File: src/rtl/kmm_fifo.sv
// Small register queue used between the front end, the back end and the result port.
// Standalone; the payload type comes in as a type parameter.
`default_nettype none

module kmm_fifo #(
  parameter type T     = logic,
  parameter int  DEPTH = 2
) (
  input  logic clk_i,
  input  logic rst_ni,
  input  logic push_i,
  input  T     data_i,
  output logic full_o,
  input  logic pop_i,
  output T     data_o,
  output logic empty_o
);

  localparam int AW = (DEPTH > 1) ? $clog2(DEPTH) : 1;
  localparam int CW = $clog2(DEPTH + 1);

  T                slot_q [DEPTH];
  logic [AW-1:0]   wp_q, rp_q;
  logic [CW-1:0]   cnt_q;
  logic            do_push, do_pop;

  assign full_o  = (cnt_q == CW'(DEPTH));
  assign empty_o = (cnt_q == '0);
  assign do_push = push_i && !full_o;
  assign do_pop  = pop_i && !empty_o;
  assign data_o  = slot_q[rp_q];

  // Storage slots carry no reset.
  always_ff @(posedge clk_i) begin
    if (do_push) begin
      slot_q[wp_q] <= data_i;
    end
  end

  // Pointers and fill count.
  always_ff @(posedge clk_i or negedge rst_ni) begin
    if (!rst_ni) begin
      wp_q  <= '0;
      rp_q  <= '0;
      cnt_q <= '0;
    end else begin
      if (do_push) begin
        wp_q <= (wp_q == AW'(DEPTH - 1)) ? '0 : wp_q + 1'b1;
      end
      if (do_pop) begin
        rp_q <= (rp_q == AW'(DEPTH - 1)) ? '0 : rp_q + 1'b1;
      end
      if (do_push && !do_pop) begin
        cnt_q <= cnt_q + 1'b1;
      end else if (do_pop && !do_push) begin
        cnt_q <= cnt_q - 1'b1;
      end
    end
  end

endmodule

`default_nettype wire

File: config.mk
export PLATFORM = sky130hd
export DESIGN_NAME = kmm_fifo
export DESIGN_NICKNAME = d
export VERILOG_FILES = /design/src/rtl/kmm_fifo.sv
export SDC_FILE = /design/constraint.sdc
export NUM_CORES = 1
export LEC_CHECK = 0
export BUFFER_PORTS_ARGS = -buffer_cell sky130_fd_sc_hd__buf_2
export CORE_AREA = 5 5 42 44
export DETAILED_ROUTE_END_ITERATION = 6
export DIE_AREA = 0 0 47 49
export GPL_ROUTABILITY_DRIVEN = 0
export HOLD_SLACK_MARGIN = 0.03
export PLACE_DENSITY = 0.47
export RECOVER_POWER = 50
export SKIP_LAST_GASP = 1
export SYNTH_ARGS = -nofsm -noshare
export SYNTH_HDL_FRONTEND = slang
export SYNTH_SLANG_ARGS = --single-unit
File: constraint.sdc
create_clock -name clk_i -period 1.9 [get_ports clk_i]
set_clock_uncertainty 0.2 [all_clocks]
set_input_delay 0.19 -clock clk_i [delete_from_list [all_inputs] [get_ports clk_i]]
set_output_delay 0.19 -clock clk_i [all_outputs]
set_load 0.03 [all_outputs]
==> results.rst <==
.. list-table::
   :header-rows: 1

   * - Metric
     - Value
   * - Routed length per placed instance
     - about 10 µm
   * - Final hold viol count
     - 0
   * - Yosys top cell area share
     - between 30% and 40%
   * - Flops & latches, synth
     - 6
   * - Wire length of the first global-routing pass
     - ~900 µm
   * - Mean cell area of the mapped netlist
     - about 12 µm²
   * - CP max-delay cell
     - sky130_fd_sc_hd__dfrtp_1
   * - Leakage dissipation
     - 0.173 nW
   * - Maximum number of pins on one net before global-route repair
     - 6
   * - Via count of the first global-routing pass
     - approximately 210
   * - Die footprint
     - ~0.0023 mm²
   * - TritonCTS buffer count
     - 3
   * - FILL cells
     - approximately 160
   * - Chip Height
     - 49 µm
   * - Number of levels in the clock H-tree
     - 1
   * - Result of the run
     - finished, final reports clean
   * - Largest buffer count on any clock path
     - 2
   * - Share of the core filled with cells in the final layout
     - 26.2%
   * - First-pass DRT Iterations
     - 1
   * - Max-slew violation total from the final report
     - 0
   * - Highest cell delay on the worst timing path
     - 430 ps
   * - WP data arrival
     - about 1700 ps
   * - Total half-perimeter wirelength after legalization and detailed placement
     - between 400 and 500 µm
   * - Largest vdd supply drop
     - 0.831 mV
   * - Via-per-instance ratio
     - approximately 3.7
   * - Worst-skew pair later-pin latency
     - 240 ps
   * - Cell count after synthesis
     - 22
   * - Commonest cells after routing, fill and taps aside
     - sky130_fd_sc_hd__buf_2 (5), sky130_fd_sc_hd__dfrtp_1 (4)
   * - Diodes inserted
     - 0
   * - Row Count
     - 14
   * - Transition time at the pin with the least slew margin
     - between 300 and 400 ps
   * - Largest cells by area after synthesis
     - sky130_fd_sc_hd__dfrtp_1 (37%), sky130_fd_sc_hd__edfxtp_1 (22%), sky130_fd_sc_hd__xnor2_1 (9.8%)
   * - DR iter-0 viols
     - 0
   * - Placed cell areas
     - ~320 µm²
   * - Count of max-cap constraint violations
     - 0
   * - Starting utilization of the core area
     - a little under a fifth
   * - Setup slack at placement
     - roughly 200 ps
   * - Number of top-level pins
     - 8
   * - Data required time of the worst path
     - about 1900 ps
   * - RSZ-0062 raised after global routing
     - no
   * - Root buffer cell
     - sky130_fd_sc_hd__clkbuf_4
   * - Number of clock sinks seen by CTS
     - 6
   * - TritonCTS clock tree
     - yes
   * - Highest clock frequency the design can meet
     - about 600 MHz
   * - Yosys Warn Count
     - 0
   * - Launching element type of the critical path
     - register
   * - Final global-route overflow total
     - 0
   * - Final sum of negative setup slack
     - 0 ps
   * - Count of endpoints failing setup in the final report
     - 0
   * - Area growth syn-to-layout
     - 36.9%
   * - Clock-pin slew reported for the worst setup and hold paths after clock tree synthesis
     - about 50 ps
   * - PostCTS Resize Cnt
     - 0
   * - CP Cell Sequence
     - nand2b_1 > nand2_1 > inv_1 > ha_1 > xor2_1 > nor2_1 > xor2_1
   * - Classification of the worst setup path
     - register to register
   * - Via total after detailed routing
     - 190
   * - Synth Cell Area
     - 268 µm²
   * - Antenna viol nets, final
     - 0
   * - Maximum fanout encountered on the critical timing path
     - 5
   * - Register cell area after layout
     - 160 µm²
   * - Final critical-path share of the clock period
     - between 80% and 90%
   * - Most common cell on crit path
     - sky130_fd_sc_hd__xor2_1
   * - Minimum clock period
     - around 1700 ps
   * - Post-layout instance area
     - about 370 µm²
   * - Total length of routed wires
     - 530 µm
   * - Number of nets in the synthesized netlist
     - 28
   * - Multi-input gate area in the final layout
     - about 100 µm²
   * - Final-stage net count
     - 42
   * - Die width
     - around 47 µm
   * - Residual DRC
     - 0
   * - Port buffer count
     - 7
   * - Seq/Total Area, Yosys
     - about three fifths
   * - Power per cell area
     - about 1800 mW/mm²
   * - Max-Slew Margin vs Limit
     - roughly 80%
   * - Netlist cell types
     - 12
   * - Fraction of layout cells with a size suffix above 1
     - between 20 and 30%
   * - Worst setup margin
     - slightly above 200 ps
   * - Leading cell type in the layout, fill and taps excluded
     - sky130_fd_sc_hd__buf_2
   * - Post-synthesis cell type with the largest combined area
     - sky130_fd_sc_hd__dfrtp_1
   * - HP Class
     - input port to register
   * - CORE AREA
     - 0.00140 mm²
   * - Worst Setup End Kind
     - register
   * - Total routing usage reported by global routing
     - about 6%
   * - Initial antenna violation count
     - 0
==> layout make-up <==
type	count	area share, %
Sequential cell	6	43.7
Clock buffer	4	7.17
Tap cell	16	5.46
Timing Repair Buffer	9	14.3
Multi-Input combinational cell	14	27.3
Inverter	2	2.05
==> worst max-delay path, delay by kind of cell (launching register included) <==
family	cells	cell delay [ps]
flops	1	430
xor+xnor	2	290
fa+ha+maj	1	180
buf+inv	1	60
simple gates	3	460
==> timing repair <==
action                    4_1_cts  5_1_grt
setup buffers                   0        0
hold endpoints to repair        6        0
hold buffers                    2        0
==> layer usage <==
layer	global-route usage (%)	part of all wire, %	routed length (µm)	vias to the layer above
li1	-	-	-	95
met1	6.52	44	231	83
met2	7.47	41	218	12
met3	7.01	15	80	0
met4	2.76	0	0	0
met5	0	0	0	-
==> state kept, by name, summed over array words and instances, names as in the netlist <==
register,flops
slot_q,2
cnt_q,2
rp_q,1
wp_q,1
==> Yosys cell counts <==
library cell / n
sky130_fd_sc_hd__nand2_1: 1
sky130_fd_sc_hd__xnor2_1: 3
sky130_fd_sc_hd__o21ai_1: 1
sky130_fd_sc_hd__ha_1: 1
sky130_fd_sc_hd__xor2_1: 2
sky130_fd_sc_hd__mux2_2: 1
sky130_fd_sc_hd__and3_1: 1
sky130_fd_sc_hd__dfrtp_1: 4
sky130_fd_sc_hd__inv_1: 2
sky130_fd_sc_hd__nand2b_1: 1
sky130_fd_sc_hd__edfxtp_1: 2
sky130_fd_sc_hd__nor2_1: 3
==> report_power, final <==
group          leakage [nW]  internal (mW)  switching (mW)  total (mW)
logic                0.0925          0.116           0.152       0.268
registers            0.0652          0.194          0.0496       0.244
clock network        0.0150         0.0800          0.0530       0.133
==> kinds of logic after synthesis <==
logic type,synth area share (%)
and+or+nand+nor,10.3
xor gates and xnor gates,16.4
AOI/OAI and AO/OA,1.87
buffers and inverters,2.80
adders and majority gates,4.67
DFF,59.8
muxes,4.21
==> worst paths after layout <==
path	startpoint	end	slack, ps	cells past startpoint
setup / recovery	cnt_q[0]	cnt_q[1]	200	7
setup reg to reg	cnt_q[0]	cnt_q[1]	200	7
hold / removal	push_i	wp_q	80	3
min in group asynchronous	rst_ni	rp_q	100	2
hold reg to reg	wp_q	wp_q	290	1
max in group asynchronous	rst_ni	wp_q	1210	2
==> metrics by stage <==
stage	std cells	total power [mW]	hold slack, ps
global route	51	0.696	82.0
detailed placement	45	0.516	-201
floorplan	22	0.449	-306
CTS	51	0.656	62.8
finish	51	0.644	79.2
global placement	45	0.499	-206
(Power assumes the default switching activity.)
