File: src/rtl/kmm_pkg.sv
// Shared types, constants and helper functions for the keyed min/max/sum hash map.
// Used by the front end, the back end and the top module; depends on nothing else.
`default_nettype none

package kmm_pkg;

  // Operation codes of an input item.
  typedef enum logic [1:0] {
    OP_LOAD  = 2'd0,
    OP_EXACT = 2'd1,
    OP_PRICE = 2'd2,
    OP_CAP   = 2'd3
  } op_e;

  // Status codes of a result item.
  typedef enum logic [1:0] {
    ST_OK   = 2'd0,
    ST_MISS = 2'd1,
    ST_FULL = 2'd2
  } status_e;

  typedef struct packed {
    op_e                operation;
    logic [26:0]        date;
    logic [63:0]        currency_hi;
    logic [63:0]        currency_lo;
    logic [63:0]        exchange_hi;
    logic [63:0]        exchange_lo;
    logic signed [47:0] low_price;
    logic signed [47:0] high_price;
    logic signed [63:0] capital;
    logic               want_max;
  } in_t;

  typedef struct packed {
    status_e            status;
    logic signed [47:0] found_low;
    logic signed [47:0] found_high;
    logic signed [63:0] found_capital;
    logic signed [47:0] chosen_price;
  } out_t;

  // Hashes are kept modulo 2^HASH_W; the bucket count is a power of two up to that.
  localparam int HASH_W = 20;
  typedef logic [HASH_W-1:0] hash_t;

  // Classified item handed from the front end to the back end.
  typedef struct packed {
    in_t   item;
    hash_t hash_raw;
    hash_t hash_price;
    hash_t hash_cap;
  } work_t;

  localparam logic [63:0] NAME_PRICE_HI = 64'h7072696365000000;
  localparam logic [63:0] NAME_CAP_HI   = 64'h6361700000000000;

  localparam logic [33:0] DATE_MUL = 34'd97;
  localparam logic [21:0] CUR_MUL  = 22'd881;
  localparam logic [21:0] EXC_MUL  = 22'd991;
  // Byte sums of "price" and "cap", already scaled by their multipliers.
  localparam logic [33:0] PRICE_TERM = 34'(531 * 991);
  localparam logic [33:0] CAP_TERM   = 34'(308 * 881);

  // Clear every byte after the first zero byte of a 16-byte name.
  function automatic logic [127:0] canon_name(input logic [127:0] name);
    logic [127:0] r;
    logic         ended;
    r     = name;
    ended = 1'b0;
    for (int i = 0; i < 16; i++) begin
      if (ended) begin
        r[127-8*i -: 8] = 8'h00;
      end else if (r[127-8*i -: 8] == 8'h00) begin
        ended = 1'b1;
      end
    end
    return r;
  endfunction

  // Sum of the bytes of a canonical name (bytes after the end are zero).
  function automatic logic [11:0] name_sum(input logic [127:0] name);
    logic [11:0] s;
    s = 12'd0;
    for (int i = 0; i < 16; i++) begin
      s = s + 12'(name[8*i +: 8]);
    end
    return s;
  endfunction

endpackage

`default_nettype wire

File: src/rtl/kmm_front.sv
// Front end: takes input transactions, canonicalizes the names and computes the
// three bucket hashes of an item. Depends on kmm_pkg.
`default_nettype none

module kmm_front (
  input  logic          clk_i,
  input  logic          rst_ni,
  input  logic          push_i,
  input  kmm_pkg::in_t  item_i,
  output logic          full_o,
  input  logic          hold_i,
  output logic          wk_valid_o,
  input  logic          wk_ready_i,
  output kmm_pkg::work_t wk_o
);
  import kmm_pkg::*;

  logic        v_q;
  in_t         it_q;
  in_t         canon_w;
  logic        accept;
  logic [11:0] sum_cur, sum_exc;
  logic [33:0] date_term;
  logic [21:0] cur_term, exc_term;

  assign full_o = hold_i || (v_q && !wk_ready_i);
  assign accept = push_i && !full_o;

  // Names end at their first zero byte.
  always_comb begin
    canon_w = item_i;
    {canon_w.currency_hi, canon_w.currency_lo} =
      canon_name({item_i.currency_hi, item_i.currency_lo});
    {canon_w.exchange_hi, canon_w.exchange_lo} =
      canon_name({item_i.exchange_hi, item_i.exchange_lo});
  end

  always_ff @(posedge clk_i or negedge rst_ni) begin
    if (!rst_ni) begin
      v_q <= 1'b0;
    end else if (accept) begin
      v_q <= 1'b1;
    end else if (wk_ready_i) begin
      v_q <= 1'b0;
    end
  end

  always_ff @(posedge clk_i) begin
    if (accept) begin
      it_q <= canon_w;
    end
  end

  // Hash terms; the running modulo of the byte walk equals one final mask.
  assign sum_cur   = name_sum({it_q.currency_hi, it_q.currency_lo});
  assign sum_exc   = name_sum({it_q.exchange_hi, it_q.exchange_lo});
  assign date_term = 34'(it_q.date) * DATE_MUL;
  assign cur_term  = 22'(sum_cur) * CUR_MUL;
  assign exc_term  = 22'(sum_exc) * EXC_MUL;

  assign wk_valid_o      = v_q;
  assign wk_o.item       = it_q;
  assign wk_o.hash_raw   = HASH_W'(date_term + 34'(cur_term) + 34'(exc_term));
  assign wk_o.hash_price = HASH_W'(date_term + 34'(cur_term) + PRICE_TERM);
  assign wk_o.hash_cap   = HASH_W'(date_term + CAP_TERM + 34'(exc_term));

endmodule

`default_nettype wire

File: config.mk
export PLATFORM = sky130hd
export DESIGN_NAME = kmm_front
export DESIGN_NICKNAME = d
export VERILOG_FILES = /design/src/rtl/kmm_pkg.sv /design/src/rtl/kmm_front.sv
export SDC_FILE = /design/constraint.sdc
export NUM_CORES = 1
export LEC_CHECK = 0
export BUFFER_PORTS_ARGS = -buffer_cell sky130_fd_sc_hd__buf_2
export CAP_MARGIN = 0
export CELL_PAD_IN_SITES_DETAIL_PLACEMENT = 0
export CELL_PAD_IN_SITES_GLOBAL_PLACEMENT = 1
export CORE_AREA = 4 4 369 371
export CTS_BUF_LIST = sky130_fd_sc_hd__clkbuf_16
export CTS_CLUSTER_DIAMETER = 40
export DETAILED_ROUTE_END_ITERATION = 7
export DIE_AREA = 0 0 373 375
export GPL_ROUTABILITY_DRIVEN = 0
export PLACE_DENSITY_LB_ADDON = 0.1
export SLEW_MARGIN = 20
export SYNTH_ARGS = -nofsm -noshare
export SYNTH_HDL_FRONTEND = slang
export SYNTH_SLANG_ARGS = --single-unit
File: constraint.sdc
create_clock -name clk_i -period 36.1 [get_ports clk_i]
set_input_delay 3.61 -clock clk_i [delete_from_list [all_inputs] [get_ports clk_i]]
set_output_delay 3.61 -clock clk_i [all_outputs]
set_load 0.02 [all_outputs]
==> summary.md, run 1 <==
| Metric | Value |
|---|---|
| Status | finished, final reports clean |
| Die Ht | 375 um |
| Placed cell count | 5175 |
| Synth area leader | edfxtp_1 |
| Grt ovf | 0 |
| Period utilisation layout | 44.8% |
| Setup TNS | 0 ns |
| # rows | 134 |
| DR iter-0 viols | 1355 |
| Worst hold stages | 2 |
| Crit end category | primary output |
| Top_reg_cell synth | edfxtp_1 |
| Largest net degree at the start of global routing | 163 |
| Fmax | 0.0619 GHz |
| Syn_area_per_cell | 12.7 um2 |
| Cell count after synthesis | 2445 |
| Clock skew | 0.0611 ns |
| FF/Latch Area | 13400 um2 |
| Core area | 133000 um2 |
| First-pass GRT wire length | 201000 um |
| Slew headroom | 28.4% |
| Pre-CTS WS | 20.54 ns |
| Hold worst-path end | wk_valid_o |
| Worst Max-Slew Pin Slew | 1.06 ns |
| Syn nets | 3492 |
| Layout cells sized above 1 | 33.9% |
| I/O Buffers | 958 |
| Vias in the first global route | 24235 |
| Critical Path Slowest Stage Cell | fa_1 |
| Commonest non-fill, non-tap cell in the layout | buf_2 |
| Synth top area cells | edfxtp_1, fa_1, ha_1, inv_1, and2_1 |
| FF-to-FF path depth | 6 |
| Vias/cell | 4.15 |
| Drt pass-1 iters | 5 |
| Full die area | 140000 um2 |
| Clock sink total | 447 |
| Post-Syn Area | 31000 um2 |
| DR WL/cell | 27.4 um |
| CP arrival | 12.56 ns |
| Area grow syn2layout | 34.1% |
| CP max FO | 7 |
| Critical path startpoint category | flip-flop |
| Setup-failing EPs final | 0 |
| Min Tclk post-route | 16.17 ns |
| Reg clk slew, reported paths | 0.05 ns |
| Worst path required time | 32.49 ns |
| Commonest non-fill, non-tap cells in the layout | buf_2, inv_1, edfxtp_1, fa_1, ha_1 |
| EDFF count, synth | 446 |
| Reg2reg setup slack | 32.63 ns |
| H-tree lvl count | 3 |
| Hold-fix buffers, CTS | 0 |
| Hold Fails Final Rpt | 0 |
| CTS resizes | 0 |
| Fillers | 13831 |
| Routed wire length | 148000 um |
| Synth warn | 0 |
| Postcts setup bufs | 0 |
| Total GRT Usage | 20.7% |
| Share of the synthesized area in the top cell type | 43.1% |
| PnR worst setup slack | 19.93 ns |
| Final non-filler cell total | 5393 |
| CP most frequent cell | fa_1 |
| Post-synthesis sequential area ratio | 43.2% |
| CTS tree | built |
| Clock latency on the worst-skew pair | 0.68 ns |
| Min-Delay Startpoint | wk_valid_o |
| # DRC | 0 |
| DP HPWL | 132000 um |
| Starting Density | 23.4% |
| Netlist cell types | 58 |
| Layout net count | 4556 |
| MaxCap Viol Count | 0 |
| Area of the multi-input gates | 15400 um2 |
| Initial antenna violation count | 77 |
| Die X | 373 um |
| Total CTS buffers | 100 |
| Clk root buf | clkbuf_16 |
| Ys async rst share | 0.224% |
| Max clock buf depth | 3 |
| Crit Reg-Reg Startpoint | wk_valid_o |
| Worst min-delay path class | flip-flop to flip-flop |
| RSZ-0062 raised after global routing | no |
| CP max stage delay | 0.59 ns |
| Total number of vias | 22356 |
| WHS | 0.520 ns |
| Flops & latches, synth | 447 |
| Post-route ant nets | 0 |
| Reg2reg end | wk_o[367] |
| Count of final max-slew check failures | 0 |
| Critical path type | flip-flop to primary output |
| Num ports | 959 |
## registers in the layout (all words and copies together) (netlist names)
| register | flops |
|---|---|
| wk_o | 446 |
| wk_valid_o | 1 |
## cell usage after synthesis, drive strengths merged (12+ instances only)
library cell	n
inv	581
edfxtp	446
fa	331
ha	265
and2	210
xnor2	87
a21oi	60
nor2	55
nor4	51
nand2	48
and3	42
xor2	39
o21ai	32
a21o	31
a21boi	16
nor3	14
o21bai	13
nand3	12
nor2b	12
or4	12
## stage by stage
step / utilization, % / instance area (um2)
after detailed placement: 28.7 / 38100
final: 31.3 / 41600
after global routing: 31.3 / 41600
after floorplan: - / 31000
after global placement: 28.7 / 38100
after CTS: 31.3 / 41600
## worst max path at each step
stage | start | endpoint | slack (ns) | depth (start not counted)
floorplan | wk_ready_i | wk_o[100] | 12.45 | 3
detailed placement | wk_o[271] | wk_o[19] | 20.54 | 44
finish | wk_o[335] | wk_o[19] | 19.93 | 44
CTS | wk_o[319] | wk_o[19] | 19.78 | 40
global route | wk_o[327] | wk_o[19] | 19.20 | 44
global placement | wk_o[302] | wk_o[19] | 20.58 | 40
## worst max-delay path, delay by kind of cell (launching register included)
| kind | cells | cell delay [ns] |
|---|---|---|
| flops | 1 | 0.40 |
| compound gates | 14 | 2.64 |
| xor+xnor | 3 | 0.72 |
| fa+ha+maj | 16 | 7.19 |
| simple gates | 4 | 0.31 |
| buf+inv | 7 | 0.61 |
## area by class of cell
cell class	count	area share, %
Antenna cell	31	0.186
Clock buffer	100	6.01
Clock inverter	87	2.30
Inverter	581	5.24
Multi-Input combinational cell	1411	37.0
Sequential cell	447	32.2
Tap cell	1768	5.31
Timing Repair Buffer	968	11.7
## metal layers
| metal | part of all wire (%) | GRT usage (%) | up-vias |
|---|---|---|---|
| li1 | - | - | 10257 |
| met1 | 42 | 26.1 | 11134 |
| met2 | 48 | 34.7 | 710 |
| met3 | 7.0 | 6.13 | 193 |
| met4 | 2.3 | 5.25 | 62 |
| met5 | 0.29 | 0 | - |
## logic make-up after synthesis
family          after synthesis  share of synthesized area (%)
compound gates              197                           4.53
xor+xnor                    126                           3.55
fa+ha+maj                   596                           32.0
buf+inv                     587                           7.14
flops                       447                           43.2
mux                           2                         0.0645
simple gates                490                           9.47
Power of run 1 is not shown: default switching activity piles up to over one toggle a cycle in this logic, so the estimate is an artifact.
==> inputs of run 2 (changes only) <==
- CORE_AREA: 4 4 369 371 -> 4 4 372 374
- DIE_AREA: 0 0 373 375 -> 0 0 376 378
- clock period: 36.1 -> 13.6 ns (I/O delays scaled with it)
==> summary.md, run 2 (synthesized netlist as in run 1, its figures left out) <==
| Metric | Value |
|---|---|
| Total number of vias | 22255 (was 22356) |
| Post-route ant nets | 0 (unchanged) |
| CP max stage delay | 0.61 ns (was 0.59 ns) |
| DP HPWL | 133000 um (was 132000 um) |
| DR iter-0 viols | 1224 (was 1355) |
| Number of flip-flops in the largest register | 446 (unchanged) |
| Vias in the first global route | 24027 (was 24235) |
| CTS tree | built (unchanged) |
| Critical Path Slowest Stage Cell | fa_2 (was fa_1) |
| Clock sink total | 447 (unchanged) |
| CP arrival | 11.73 ns (was 12.56 ns) |
| Reg2reg end | wk_o[478] (was wk_o[367]) |
| Area grow syn2layout | 35.5% (was 34.1%) |
| # DRC | 0 (unchanged) |
| Commonest non-fill, non-tap cells in the layout | buf_2, inv_1, edfxtp_1, fa_1, ha_1 (unchanged) |
| Full die area | 142000 um2 (was 140000 um2) |
| Clk root buf | clkbuf_16 (unchanged) |
| CP max FO | 4 (was 7) |
| Min Tclk post-route | 13.09 ns |
| Fmax | 0.0764 GHz |
| Worst path required time | 12.24 ns (was 32.49 ns) |
| Drt pass-1 iters | 5 (unchanged) |
| Num ports | 959 (unchanged) |
| RSZ-0062 raised after global routing | yes (was no) |
| Period utilisation layout | 96.3% |
| Commonest non-fill, non-tap cell in the layout | buf_2 (unchanged) |
| Routed wire length | 149000 um (was 148000 um) |
| Setup-failing EPs final | 0 (unchanged) |
| Worst min-delay path class | primary input to async pin (was flip-flop to flip-flop) |
| Setup TNS | 0 ns (unchanged) |
| Critical path startpoint category | flip-flop (unchanged) |
| Reg clk slew, reported paths | 0.05 ns (about the same) |
| Die Ht | 378 um (was 375 um) |
| Hold Fails Final Rpt | 0 (unchanged) |
| Total GRT Usage | 20.6% (was 20.7%) |
| Total CTS buffers | 96 (was 100) |
| Status | finished, final reports clean (unchanged) |
| Hold-fix buffers, CTS | 0 (unchanged) |
| Crit Reg-Reg Startpoint | wk_valid_o (unchanged) |
| Max clock buf depth | 3 (unchanged) |
| Fillers | 14023 (was 13831) |
| Clock latency on the worst-skew pair | 0.71 ns (was 0.68 ns) |
| Initial antenna violation count | 73 (was 77) |
| Slew headroom | 31.1% (was 28.4%) |
| Grt ovf | 0 (unchanged) |
| Layout net count | 4571 (was 4556) |
| Cell Area, Placed | 38200 um2 (was 38100 um2) |
| Crit path max-delay family | adder cells (unchanged) |
| Worst Max-Slew Pin Slew | 1.02 ns (was 1.06 ns) |
| WP buf/inv | 7 (unchanged) |
| Die X | 376 um (was 373 um) |
| Post-route cell area | 42100 um2 (was 41600 um2) |
| Crit end category | primary output (unchanged) |
| Starting Density | 23.0% (was 23.4%) |
| Largest net degree at the start of global routing | 137 (was 163) |
| # rows | 135 (was 134) |
| DR WL/cell | 27.6 um (was 27.4 um) |
| Clock skew | 0.0399 ns (was 0.0611 ns) |
| I/O Buffers | 958 (unchanged) |
| Core area | 135000 um2 (was 133000 um2) |
| H-tree lvl count | 3 (unchanged) |
| Vias/cell | 4.11 (was 4.15) |
| Count of final max-slew check failures | 0 (unchanged) |
| MaxCap Viol Count | 0 (unchanged) |
| CP most frequent cell | fa_1 (unchanged) |
| Critical path type | flip-flop to primary output (unchanged) |
| FF-to-FF path depth | 5 (was 6) |
| First-pass GRT wire length | 200000 um (was 201000 um) |
| Layout cells sized above 1 | 35.7% (was 33.9%) |
| Reg2reg setup slack | 10.14 ns (was 32.63 ns) |
[run 2: changes by cell type in the layout (fill, tap and decap cells not counted), sizes merged]
cell	before	now
clkinvlp	13	17
buf	968	987
clkinv	49	34
bufinv	14	12
inv	592	601
clkbuf	100	97
diode	31	23
[run 2: worst max path at each step]
stage	from	to	slack (ns)	cells past startpoint
2_1_floorplan	wk_o[271]	wk_o[19]	0.96	43
3_3_place_gp	wk_o[271]	wk_o[19]	0.52	42
3_5_place_dp	wk_o[271]	wk_o[19]	0.59	42
4_1_cts	wk_o[223]	wk_o[19]	0.006	44
5_1_grt	wk_o[239]	wk_o[19]	-0.009	42
6_report	wk_o[239]	wk_o[19]	0.51	41
[run 2: layout make-up]
type	instances	area [um2]	share of cell area (%)
Clock buffer	97	2430	5.77
Antenna cell	23	57.6	0.137
Inverter	581	2180	5.18
Sequential cell	447	13400	31.9
Clock inverter	83	907	2.16
Timing Repair Buffer	987	5040	12.0
Multi-Input combinational cell	1411	15800	37.6
Tap cell	1781	2230	5.30
[run 2: what timing repair did]
item	in CTS	in global routing
gates cloned	0	0
setup buffers	0	9
gates resized for setup	9	63
pin swaps	0	30
endpoints found under the setup margin	5	14
[run 2: per-layer routing]
metal  vias up  share of wire (%)  global-route usage [%]
li1      10256                  -                       -
met5         -               0.26                       0
met3       217                7.5                    6.69
met1     10967                 42                    26.3
met4        58                2.3                    4.59
met2       757                 48                    33.9
[run 2: through the flow]
step | utilization [%] | cells | hold WS, ns | setup WS (ns)
after floorplan | - | 2445 | 0.617 | 0.959
after global placement | 28.3 | 5197 | 0.815 | 0.519
after detailed placement | 28.3 | 5198 | 0.814 | 0.591
after CTS | 30.8 | 5378 | 0.376 | 0.00564
after global routing | 31.1 | 5392 | 0.392 | -0.00893
final | 31.2 | 5410 | 0.461 | 0.510
[run 2: worst register-to-register path: stages, from the launching register on]
cell	delay, ns
dfrtp_1	0.50
nand2b_1	0.16
nand2b_1	0.11
nor2_4	0.40
buf_4	0.83
buf_4	0.94
Power of run 2 is left out for the same reason.
